## config.mk

```make
export PLATFORM = sky130hd
export DESIGN_NAME = exact_fit_free_list_allocator_core
export DESIGN_NICKNAME = d
export VERILOG_FILES = /design/src/rtl/efa_pkg.sv /design/src/rtl/exact_fit_free_list_allocator_core.sv /design/src/rtl/efa_ram.sv
export SDC_FILE = /design/constraint.sdc
export NUM_CORES = 2
export LEC_CHECK = 0
export BUFFER_PORTS_ARGS = -buffer_cell sky130_fd_sc_hd__buf_4
export CAP_MARGIN = 20
export CORE_MARGIN = 2
export CORE_UTILIZATION = 65
export DETAILED_ROUTE_END_ITERATION = 16
export HOLD_SLACK_MARGIN = 0.05
export PLACE_DENSITY_LB_ADDON = 0.08
export SLEW_MARGIN = 20
export SYNTH_ARGS = -nofsm -noshare
export SYNTH_HDL_FRONTEND = slang
export SYNTH_SLANG_ARGS = --single-unit
export TNS_END_PERCENT = 20
```

## constraint.sdc

```tcl
create_clock -name clk -period 14.7 [get_ports clk]
set_input_delay 2.205 -clock clk [delete_from_list [all_inputs] [get_ports clk]]
set_output_delay 2.205 -clock clk [all_outputs]
set_load 0.02 [all_outputs]
```

## src/rtl/efa_pkg.sv

```systemverilog
package efa_pkg;

    localparam int FREE_ENTRIES = 64;
    localparam int IDX_W        = (FREE_ENTRIES > 1) ? $clog2(FREE_ENTRIES) : 1;
    localparam int CNT_W        = $clog2(FREE_ENTRIES + 1);
    localparam int CMP_W        = CNT_W + 1;

    localparam int ADDR_W  = 32;
    localparam int REQ_W   = 24;
    localparam int CHUNK_W = 25;

    localparam logic REQ_ALLOC = 1'b0;
    localparam logic REQ_FREE  = 1'b1;

    localparam logic [1:0] ST_OK        = 2'd0;
    localparam logic [1:0] ST_NULL      = 2'd1;
    localparam logic [1:0] ST_NO_HEAP   = 2'd2;
    localparam logic [1:0] ST_LIST_FULL = 2'd3;

    localparam logic [0:0] CFG_HEAP_TOP   = 1'b0;
    localparam logic [0:0] CFG_HEAP_FLOOR = 1'b1;

    localparam logic [ADDR_W-1:0]  HDR_BYTES  = ADDR_W'(8);
    localparam logic [CHUNK_W-1:0] ROUND_ADD  = CHUNK_W'(15);
    localparam logic [CHUNK_W-1:0] ROUND_MASK = ~CHUNK_W'(7);

    typedef struct packed {
        logic               req_type;
        logic [REQ_W-1:0]   request_bytes;
        logic [ADDR_W-1:0]  release_address;
        logic [CHUNK_W-1:0] release_chunk_bytes;
    } req_t;

    typedef struct packed {
        logic [ADDR_W-1:0]  granted_address;
        logic [CHUNK_W-1:0] granted_chunk_bytes;
        logic               reused;
        logic [1:0]         status;
    } rsp_t;

    typedef struct packed {
        logic [ADDR_W-1:0]  chunk_address;
        logic [CHUNK_W-1:0] chunk_bytes;
    } entry_t;

    localparam int ENTRY_W = $bits(entry_t);

    function automatic logic [CHUNK_W-1:0] chunk_size(input logic [REQ_W-1:0] nbytes);
        logic [CHUNK_W-1:0] sum;
        sum = CHUNK_W'(nbytes) + ROUND_ADD;
        return sum & ROUND_MASK;
    endfunction

    function automatic rsp_t status_only(input logic [1:0] code);
        rsp_t r;
        r                     = '0;
        r.status              = code;
        return r;
    endfunction

endpackage

```

## src/rtl/exact_fit_free_list_allocator_core.sv

```systemverilog
// Exact-fit chunk allocator with a free list and a downward bump cursor.
// Request channel: req_valid / req_stall / req_item. An item is either an
// allocation (size is rounded up to a chunk with an 8-byte header) or a free
// (chunk pushed at the head of the free list). Every item gives one result on
// rsp_valid / rsp_stall / rsp_item, in order.
// Configuration: cfg_we / cfg_index / cfg_data writes heap_top (index 0) or
// heap_floor (index 1); write only while no item is in flight.
// Sequence: a free or a zero-size allocation goes straight to S_DONE, which
// moves the result into the result register once that is free. An allocation
// reads the free-list memory one entry per cycle from the newest entry; on a
// hit, every newer entry is then moved down one place to close the gap; on a
// miss, the chunk is cut from the bump cursor in S_BUMP. The free-list memory
// has a single read port. One item is worked on at a time; req_stall is low
// whenever the block is idle.
// The result register lets the next item be accepted while a result waits;
// a stalled receiver holds rsp_item and the block finishes the next item and
// waits. Reset empties the free list, unloads the cursor (reloaded from
// heap_top on the first bump) and clears both configuration registers.
module exact_fit_free_list_allocator_core
    import efa_pkg::*;
(
    input  logic              clk,
    input  logic              rst_n,
    input  logic              req_valid,
    output logic              req_stall,
    input  req_t              req_item,
    output logic              rsp_valid,
    input  logic              rsp_stall,
    output rsp_t              rsp_item,
    input  logic              cfg_we,
    input  logic [0:0]        cfg_index,
    input  logic [ADDR_W-1:0] cfg_data
);

    localparam logic [2:0] S_IDLE  = 3'd0;
    localparam logic [2:0] S_SCAN  = 3'd1;
    localparam logic [2:0] S_SHIFT = 3'd2;
    localparam logic [2:0] S_BUMP  = 3'd3;
    localparam logic [2:0] S_DONE  = 3'd4;

    logic [2:0]         state_reg,  state_next;
    logic [IDX_W-1:0]   idx_reg,    idx_next;
    logic [CNT_W-1:0]   count_reg,  count_next;
    logic [CHUNK_W-1:0] size_reg,   size_next;
    rsp_t               res_reg,    res_next;
    logic [ADDR_W-1:0]  cursor_reg, cursor_next;
    logic               loaded_reg, loaded_next;
    logic [ADDR_W-1:0]  top_reg,    top_next;
    logic [ADDR_W-1:0]  floor_reg,  floor_next;
    rsp_t               rsp_reg,    rsp_next;
    logic               rsp_valid_reg, rsp_valid_next;

    logic               ram_we;
    logic [IDX_W-1:0]   ram_waddr;
    entry_t             ram_wdata;
    logic [IDX_W-1:0]   ram_raddr;
    logic [ENTRY_W-1:0] ram_rdata_raw;
    entry_t             ram_rdata;

    logic               req_fire;
    logic [CMP_W-1:0]   idx_ext;
    logic [CMP_W-1:0]   count_ext;
    logic [ADDR_W-1:0]  bump_base;
    logic [ADDR_W:0]    bump_diff;
    logic [CNT_W-1:0]   count_dec;

    efa_ram #(
        .WIDTH (ENTRY_W),
        .DEPTH (FREE_ENTRIES)
    ) u_free_ram (
        .clk   (clk),
        .we    (ram_we),
        .waddr (ram_waddr),
        .wdata (ram_wdata),
        .raddr (ram_raddr),
        .rdata (ram_rdata_raw)
    );

    assign ram_rdata = entry_t'(ram_rdata_raw);
    assign req_stall = (state_reg != S_IDLE);
    assign req_fire  = req_valid && !req_stall;
    assign rsp_valid = rsp_valid_reg;
    assign rsp_item  = rsp_reg;

    assign idx_ext   = CMP_W'(idx_reg);
    assign count_ext = CMP_W'(count_reg);
    assign count_dec = count_reg - CNT_W'(1);
    assign bump_base = loaded_reg ? cursor_reg : top_reg;
    assign bump_diff = {1'b0, bump_base} - (ADDR_W + 1)'(size_reg);

    always_comb
    begin
        state_next     = state_reg;
        idx_next       = idx_reg;
        count_next     = count_reg;
        size_next      = size_reg;
        res_next       = res_reg;
        cursor_next    = cursor_reg;
        loaded_next    = loaded_reg;
        top_next       = top_reg;
        floor_next     = floor_reg;
        rsp_next       = rsp_reg;
        rsp_valid_next = rsp_valid_reg;
        ram_we         = 1'b0;
        ram_waddr      = idx_reg;
        ram_wdata      = ram_rdata;
        ram_raddr      = idx_reg;

        if (cfg_we)
        begin
            unique case (cfg_index)
                CFG_HEAP_TOP:   top_next   = cfg_data;
                CFG_HEAP_FLOOR: floor_next = cfg_data;
                default:        top_next   = top_reg;
            endcase
        end

        if (rsp_valid_reg && !rsp_stall)
        begin
            rsp_valid_next = 1'b0;
        end

        unique case (state_reg)
            S_IDLE:
            begin
                ram_raddr = count_dec[IDX_W-1:0];
                if (req_fire)
                begin
                    state_next = S_DONE;
                    if (req_item.req_type == REQ_ALLOC)
                    begin
                        size_next = chunk_size(req_item.request_bytes);
                        if (req_item.request_bytes == '0)
                        begin
                            res_next = status_only(ST_NULL);
                        end
                        else if (count_reg == '0)
                        begin
                            state_next = S_BUMP;
                        end
                        else
                        begin
                            idx_next   = count_dec[IDX_W-1:0];
                            state_next = S_SCAN;
                        end
                    end
                    else if (req_item.release_address == '0)
                    begin
                        res_next = status_only(ST_NULL);
                    end
                    else if (count_ext == CMP_W'(FREE_ENTRIES))
                    begin
                        res_next = status_only(ST_LIST_FULL);
                    end
                    else
                    begin
                        ram_we                  = 1'b1;
                        ram_waddr               = count_reg[IDX_W-1:0];
                        ram_wdata.chunk_address = req_item.release_address - HDR_BYTES;
                        ram_wdata.chunk_bytes   = req_item.release_chunk_bytes;
                        count_next              = count_reg + CNT_W'(1);
                        res_next                = status_only(ST_OK);
                    end
                end
            end

            S_SCAN:
            begin
                if (ram_rdata.chunk_bytes == size_reg)
                begin
                    res_next.granted_address     = ram_rdata.chunk_address + HDR_BYTES;
                    res_next.granted_chunk_bytes = size_reg;
                    res_next.reused              = 1'b1;
                    res_next.status              = ST_OK;
                    if (idx_ext + CMP_W'(1) < count_ext)
                    begin
                        ram_raddr  = idx_reg + IDX_W'(1);
                        state_next = S_SHIFT;
                    end
                    else
                    begin
                        count_next = count_dec;
                        state_next = S_DONE;
                    end
                end
                else if (idx_reg == '0)
                begin
                    state_next = S_BUMP;
                end
                else
                begin
                    idx_next  = idx_reg - IDX_W'(1);
                    ram_raddr = idx_reg - IDX_W'(1);
                end
            end

            S_SHIFT:
            begin
                ram_we    = 1'b1;
                ram_waddr = idx_reg;
                ram_wdata = ram_rdata;
                idx_next  = idx_reg + IDX_W'(1);
                if (idx_ext + CMP_W'(2) < count_ext)
                begin
                    ram_raddr = idx_reg + IDX_W'(2);
                end
                else
                begin
                    count_next = count_dec;
                    state_next = S_DONE;
                end
            end

            S_BUMP:
            begin
                state_next = S_DONE;
                if (bump_diff[ADDR_W] || (bump_diff[ADDR_W-1:0] < floor_reg))
                begin
                    res_next = status_only(ST_NO_HEAP);
                end
                else
                begin
                    cursor_next                  = bump_diff[ADDR_W-1:0];
                    loaded_next                  = 1'b1;
                    res_next.granted_address     = bump_diff[ADDR_W-1:0] + HDR_BYTES;
                    res_next.granted_chunk_bytes = size_reg;
                    res_next.reused              = 1'b0;
                    res_next.status              = ST_OK;
                end
            end

            S_DONE:
            begin
                if (!rsp_valid_reg || !rsp_stall)
                begin
                    rsp_next       = res_reg;
                    rsp_valid_next = 1'b1;
                    state_next     = S_IDLE;
                end
            end

            default:
            begin
                state_next = S_IDLE;
            end
        endcase
    end

    always_ff @(posedge clk or negedge rst_n)
    begin
        if (!rst_n)
        begin
            state_reg     <= S_IDLE;
            count_reg     <= '0;
            loaded_reg    <= 1'b0;
            top_reg       <= '0;
            floor_reg     <= '0;
            rsp_valid_reg <= 1'b0;
        end
        else
        begin
            state_reg     <= state_next;
            count_reg     <= count_next;
            loaded_reg    <= loaded_next;
            top_reg       <= top_next;
            floor_reg     <= floor_next;
            rsp_valid_reg <= rsp_valid_next;
        end
    end

    always_ff @(posedge clk)
    begin
        idx_reg    <= idx_next;
        size_reg   <= size_next;
        res_reg    <= res_next;
        cursor_reg <= cursor_next;
        rsp_reg    <= rsp_next;
    end

endmodule

```

## src/rtl/efa_ram.sv

```systemverilog
module efa_ram #(
    parameter int WIDTH = 8,
    parameter int DEPTH = 16
) (
    input  logic                                         clk,
    input  logic                                         we,
    input  logic [((DEPTH > 1) ? $clog2(DEPTH) : 1)-1:0] waddr,
    input  logic [WIDTH-1:0]                             wdata,
    input  logic [((DEPTH > 1) ? $clog2(DEPTH) : 1)-1:0] raddr,
    output logic [WIDTH-1:0]                             rdata
);

    logic [WIDTH-1:0] mem [DEPTH];
    logic [WIDTH-1:0] rdata_reg;

    always_ff @(posedge clk)
    begin
        if (we)
        begin
            mem[waddr] <= wdata;
        end
        rdata_reg <= mem[raddr];
    end

    assign rdata = rdata_reg;

endmodule

```

Word level (Yosys, flattened, before mapping)

Memories as Yosys holds them, arrays and structs flattened. A register that Yosys moved wholly into a read port is not among the register bits.
Cells that the tools add are included.
Widths: inputs -> output; s select.

Register bits after elaboration: 256
Bits in writable memories: 3648
Bits of input ports: 120
Output and inout port bits: 62
Memories: 1

Memories:

| memory         | depth | bits a word | read ports | clocked after memory_dff | write ports | line          | source |
|---|---|---|---|---|---|---|---|
| u_free_ram.mem | 64    | 57          | 1          | 1                        | 1           | efa_ram.sv:13 | `logic [WIDTH-1:0] mem [DEPTH];` |

Add/subtract/negate cells: 12
Order comparisons: 3
Equal/unequal tests: 20
Mux-type cells: 58
Bitwise gates (word level): 3
Reduce and logical (&&, ||, !) cells: 24

Operators by type and width:

| operator              | count |
|---|---|
| $mux 60               | 5 |
| $mux 57               | 5 |
| $pmux 60 s3           | 1 |
| $mux 6                | 14 |
| $add 32x4->32 const B | 2 |
| $mux 7                | 7 |
| $pmux 6 s3            | 2 |
| $sub 32x25->33        | 1 |
| $logic_not 32->1      | 1 |
| $lt 32x32->1          | 1 |
| $mux 32               | 1 |
| $sub 32x4->32 const B | 1 |
| $add 24x4->25 const B | 1 |
| $eq 25x25->1          | 1 |
| $logic_not 24->1      | 1 |
| $mux 3                | 8 |
| $ne 2x2->1 const B    | 12 |
| $pmux 7 s3            | 1 |
| $pmux 3 s5            | 1 |
| $lt 7x7->1            | 2 |
| $mux 1                | 9 |
| $reduce_bool 3->1     | 3 |
| $reduce_and 2->1      | 4 |
| $reduce_and 4->1      | 2 |
| 24 further kinds      | 34 |

Longest topological paths before layout

Word-level depth: 8
Depth in mapped cells: 27
Gate-level depth less buffers: 23

Modules after synthesis

Synthesis repeated with hierarchy kept, for this count alone.

Cell total of the unflattened synthesis: 7236
Area, all modules: 155073.7 um^2

Modules (own cells, without submodules):

| module                             | instances | cells each | area an instance (um^2) | sequential area each (um^2) |
|---|---|---|---|---|
| efa_ram                            | 1         | 5760       | 139518.8                | 110686.2 |
| exact_fit_free_list_allocator_core | 1         | 1476       | 15554.9                 | 7126.8 |

Worst setup path after synthesis

OpenSTA, ideal clock, no wires.

Path type: in2reg
From: input port req_item[36] (netlist name)
To: memory u_free_ram.mem[0][54] (netlist name), data pin
Setup time: 0.702 ns
Arrival time: 6.871 ns
Data required time: 13.998 ns
Path slack: 7.127 ns
Cell stages on the path: 9
Buffers on the path: 0
Cells stage by stage: or4_1 nor4_1 nor2b_1 nand2_1 or3_1 nor4_1 nand2_1 xor2_1 o21ai_0

RTL lines:

| item        | line                                     | source |
|---|---|---|
| from (decl) | exact_fit_free_list_allocator_core.sv:26 | `input req_t req_item,` |
| to (decl)   | efa_ram.sv:13                            |  |

Worst setup path after layout

From: register idx_reg[2]
To: register u_free_ram.rdata_reg[2], in the netlist u_free_ram.rdata[2], read port of u_free_ram.mem

Cells in the longest elaborated chain, start to end: 5
Elaborated cells between the ends (all ways): 13
Classes of those cells: add/sub (5); order compare (2); mux (5); reduce/logical (1)

RTL lines:

| item                   | line                                      | source |
|---|---|---|
| from (decl)            | exact_fit_free_list_allocator_core.sv:42  | `logic [IDX_W-1:0] idx_reg, idx_next;` |
| from (signal assigned) | exact_fit_free_list_allocator_core.sv:273 | `idx_reg <= idx_next;` |
| $add 6x1->7            | exact_fit_free_list_allocator_core.sv:175 | `if (idx_ext + CMP_W'(1) < count_ext)` |
| $lt 7x7->1             | exact_fit_free_list_allocator_core.sv:175 |  |
| $mux 6                 | exact_fit_free_list_allocator_core.sv:175 |  |
| $mux 6                 | exact_fit_free_list_allocator_core.sv:169 | `if (ram_rdata.chunk_bytes == size_reg)` |
| $pmux 6 s3 *           | exact_fit_free_list_allocator_core.sv:123 | `unique case (state_reg)` |
| to (decl)              | efa_ram.sv:14                             | `logic [WIDTH-1:0] rdata_reg;` |

Every way passes the cells marked *; elsewhere a longest branch is shown, timed or not.
A chain may end at the register's enable or synchronous reset.

==> out/metrics.yaml <==
hold_path:
  hp-class: "flop to flop"
yosys:
  synth_compound_area_share_pct: 10.9
  syn_inst: 11100
  synthAdderAreaFrac_pct: 0.628
  synth_common_cells: "edfxtp_1 (3822), nand2_1 (2283), a21oi_1 (1247)"
  synth_mux_area_share_pct: 2.02
  synth_most_common_cell: "edfxtp_1"
  synth_seq_cells: 3955
  synth-edff-count: 3822
  async_flop_share_pct: 1.92
  synth-simple-area-share_pct: 8.31
  ys.flop_type: "edfxtp_1"
  ys_seq_area_share_pct: 75.2
  yosysWarningCount: 0
  yosys.area_share.xor_xnor_pct: 0.911
  synth_top_area_share_pct: 73.3
  avgSynthCellArea_um2: 14.1
  synth_area_um2: 157000
  synth_top_family_by_area: "compound AO/OA/AOI/OAI gates"
  ys_types: 73
  yosysTopAreaCell: "edfxtp_1"
  synth_area_leaders: "edfxtp_1 (73%), nand2_1 (5.5%), a21oi_1 (4.0%)"
route:
  wl_met3_um: 71900
  drc: 0
  ant_nets: 0
  vias_per_cell: 6.94
  drtIter0Drc: 17490
  met1_length_um: 173000
  wl_um: 483000
  wire_per_inst_um: 32.8
  vias: 102190
  dr.pass1.iters: 8
  top_layer: "met5"
  met2_length_um: 215000
cts:
  cts_buffers: 395
  cts_max_level: 5
  clk_latency_ps: 990
  cts_tree: "done"
  clkSinkCount: 3955
  cts_hold_buf: 0
  cts_buffer_depth: 4
  post_cts_buffers: 0
  clockRootBuffer: "clkbuf_16"
  post_cts_resized: 0
  clk_pin_slew_ps: 60
worst_setup_path:
  critPathCaptureType: "flop"
  cp_data_required_time_ps: 15550
  critPathMaxStageDelay_ps: 920
  path_class: "flop to flop"
  path_cells: "ha_1, nand3_1, xnor2_1, ha_1, a211o_1, o221a_2, a21oi_2, mux2i_1, o2111ai_2, nand2_4, buf_12, buf_12, buf_4, nand2_1, a22o_1, a22o_1, nor4_1, and3_1"
  arrival_ps: 9010
  crit_family: "simple AND/OR/NAND/NOR gates"
  worstPathMaxFanout: 156
  critPathSlowestCell: "nor4_1"
  cp-start-kind: "flop"
  cp.buffers_inverters: 3
global_route:
  grt.overflow.total: 0
  antenna_found_initial: 49
  track_usage_pct: 38.9
  grt_pass1_vias: 96362
  grt_max_degree: 193
  grt_pass1_wl_um: 681000
sta:
  final-setup-viol-count: 0
  finalHoldViolCount: 0
  final_max_slew_viol_count: 0
  slew_headroom_pct: 13.8
  fin_skew_ps: 81.1
  rsz0062_at_grt: "false"
  worst_pin_slew_ps: 1280
  tns_ps: 0
  fin_crit_sh_pct: 55.5
  period_needed_ps: 8160
  max_freq_mhz: 123
layout:
  nets: 11410
  drive_above_1_share_pct: 11.2
  fillCellCount: 14993
  regMostFlops: "u_free_ram.mem"
  syn2layout_area_growth_pct: 12.0
  largest_register_ffs: 3648
flow_run:
  max-cap-violations: 0
placement:
  port_buffers: 178
  gp_congestion: 0.918
  dp_hpwl_um: 275000
outcome:
  status: "complete, no violations"
die:
  die_y_um: 495
  io_pins: 182
  rows: 180
  die_w_um: 495
  die-area_um2: 245000
  start_util_pct: 65.2
  core_area_um2: 240000
-- layer usage --
metal  vias up  global-route usage [%]
met5         -                       0
met3      1123                    11.4
li1      42436                       -
met2      7818                    57.5
met4        26                    16.8
met1     50787                    54.7
-- final cells by class --
cell class	count	area (um^2)	area share (%)
Antenna cell	23	57.6	0.0328
Clock buffer	498	10500	5.97
Clock inverter	209	2120	1.21
Inverter	95	357	0.203
Multi-Input combinational cell	6323	37000	21.1
Sequential cell	3955	118000	67.2
Tap cell	3185	3990	2.27
Timing Repair Buffer	442	3620	2.06
-- through the flow --
| step | instances | hold slack [ps] | cell area, um^2 | utilization, % | setup slack [ps] |
|---|---|---|---|---|---|
| 6_report | 14730 | 399 | 175000 | 73.1 | 6540 |
| 3_5_place_dp | 13996 | 405 | 163000 | 67.7 | 6170 |
| 5_1_grt | 14712 | 416 | 175000 | 73.0 | 6340 |
| 2_1_floorplan | 11102 | 400 | 157000 | - | 7130 |
| 4_1_cts | 14703 | 404 | 175000 | 73.0 | 6830 |
| 3_3_place_gp | 13992 | 401 | 162000 | 67.7 | 6250 |
-- path summary, 6_finish.rpt --
path                              from             endpoint  slack, ps  cells after the start
min                        res_reg[28]         rsp_item[28]        400                      0
max in group asynchronous        rst_n         state_reg[0]      12390                      2
max                         idx_reg[2]  u_free_ram.rdata[2]       6540                     18
min reg2reg                res_reg[28]         rsp_item[28]        400                      0
min in group asynchronous        rst_n          top_reg[23]       1140                      1
max reg2reg                 idx_reg[2]  u_free_ram.rdata[2]       6540                     18
-- cells by family after synthesis --
group | after synthesis
buffers and inverters | 824
and+or+nand+nor | 3126
adders and majority gates | 78
xor gates and xnor gates | 163
muxes | 301
DFF | 3955
AOI/OAI and AO/OA | 2652
other | 1
-- placed cells by master, fill, tap and decap left out, types with 17 or more instances in the layout --
cell / netlist / layout
mux2_2: 116 / 96
a22o_1: 289 / 289
inv_1: 93 / 93
nor2_1: 227 / 150
ha_1: 77 / 77
nand3_1: 174 / 170
xor2_1: 63 / 63
o22ai_1: 200 / 200
clkbuf_16: 0 / 397
clkinv_2: 0 / 60
a221oi_1: 114 / 114
dfrtp_1: 76 / 76
nand4_1: 35 / 35
a21oi_1: 1247 / 1244
and3_1: 154 / 154
clkbuf_1: 540 / 86
nor3_1: 89 / 87
buf_4: 7 / 418
a32oi_1: 168 / 168
mux2i_1: 185 / 185
a21o_1: 19 / 17
a31oi_1: 122 / 122
nor4_1: 79 / 40
nand2_1: 2283 / 2278
diode_2: 0 / 23
edfxtp_1: 3822 / 3822
bufinv_16: 0 / 40
nor2_4: 0 / 73
a22oi_1: 289 / 289
xnor2_1: 100 / 100
buf_12: 0 / 17
o21ai_4: 0 / 26
dfxtp_1: 57 / 57
mux2_4: 0 / 20
clkinvlp_4: 0 / 18
clkinv_1: 2 / 75
a211oi_1: 63 / 61
nor4_2: 0 / 38
o21ai_0: 75 / 49
Power is left out: the tool's default activity adds up to more than one toggle a clock period on the data nets, which glitch-free logic cannot reach.
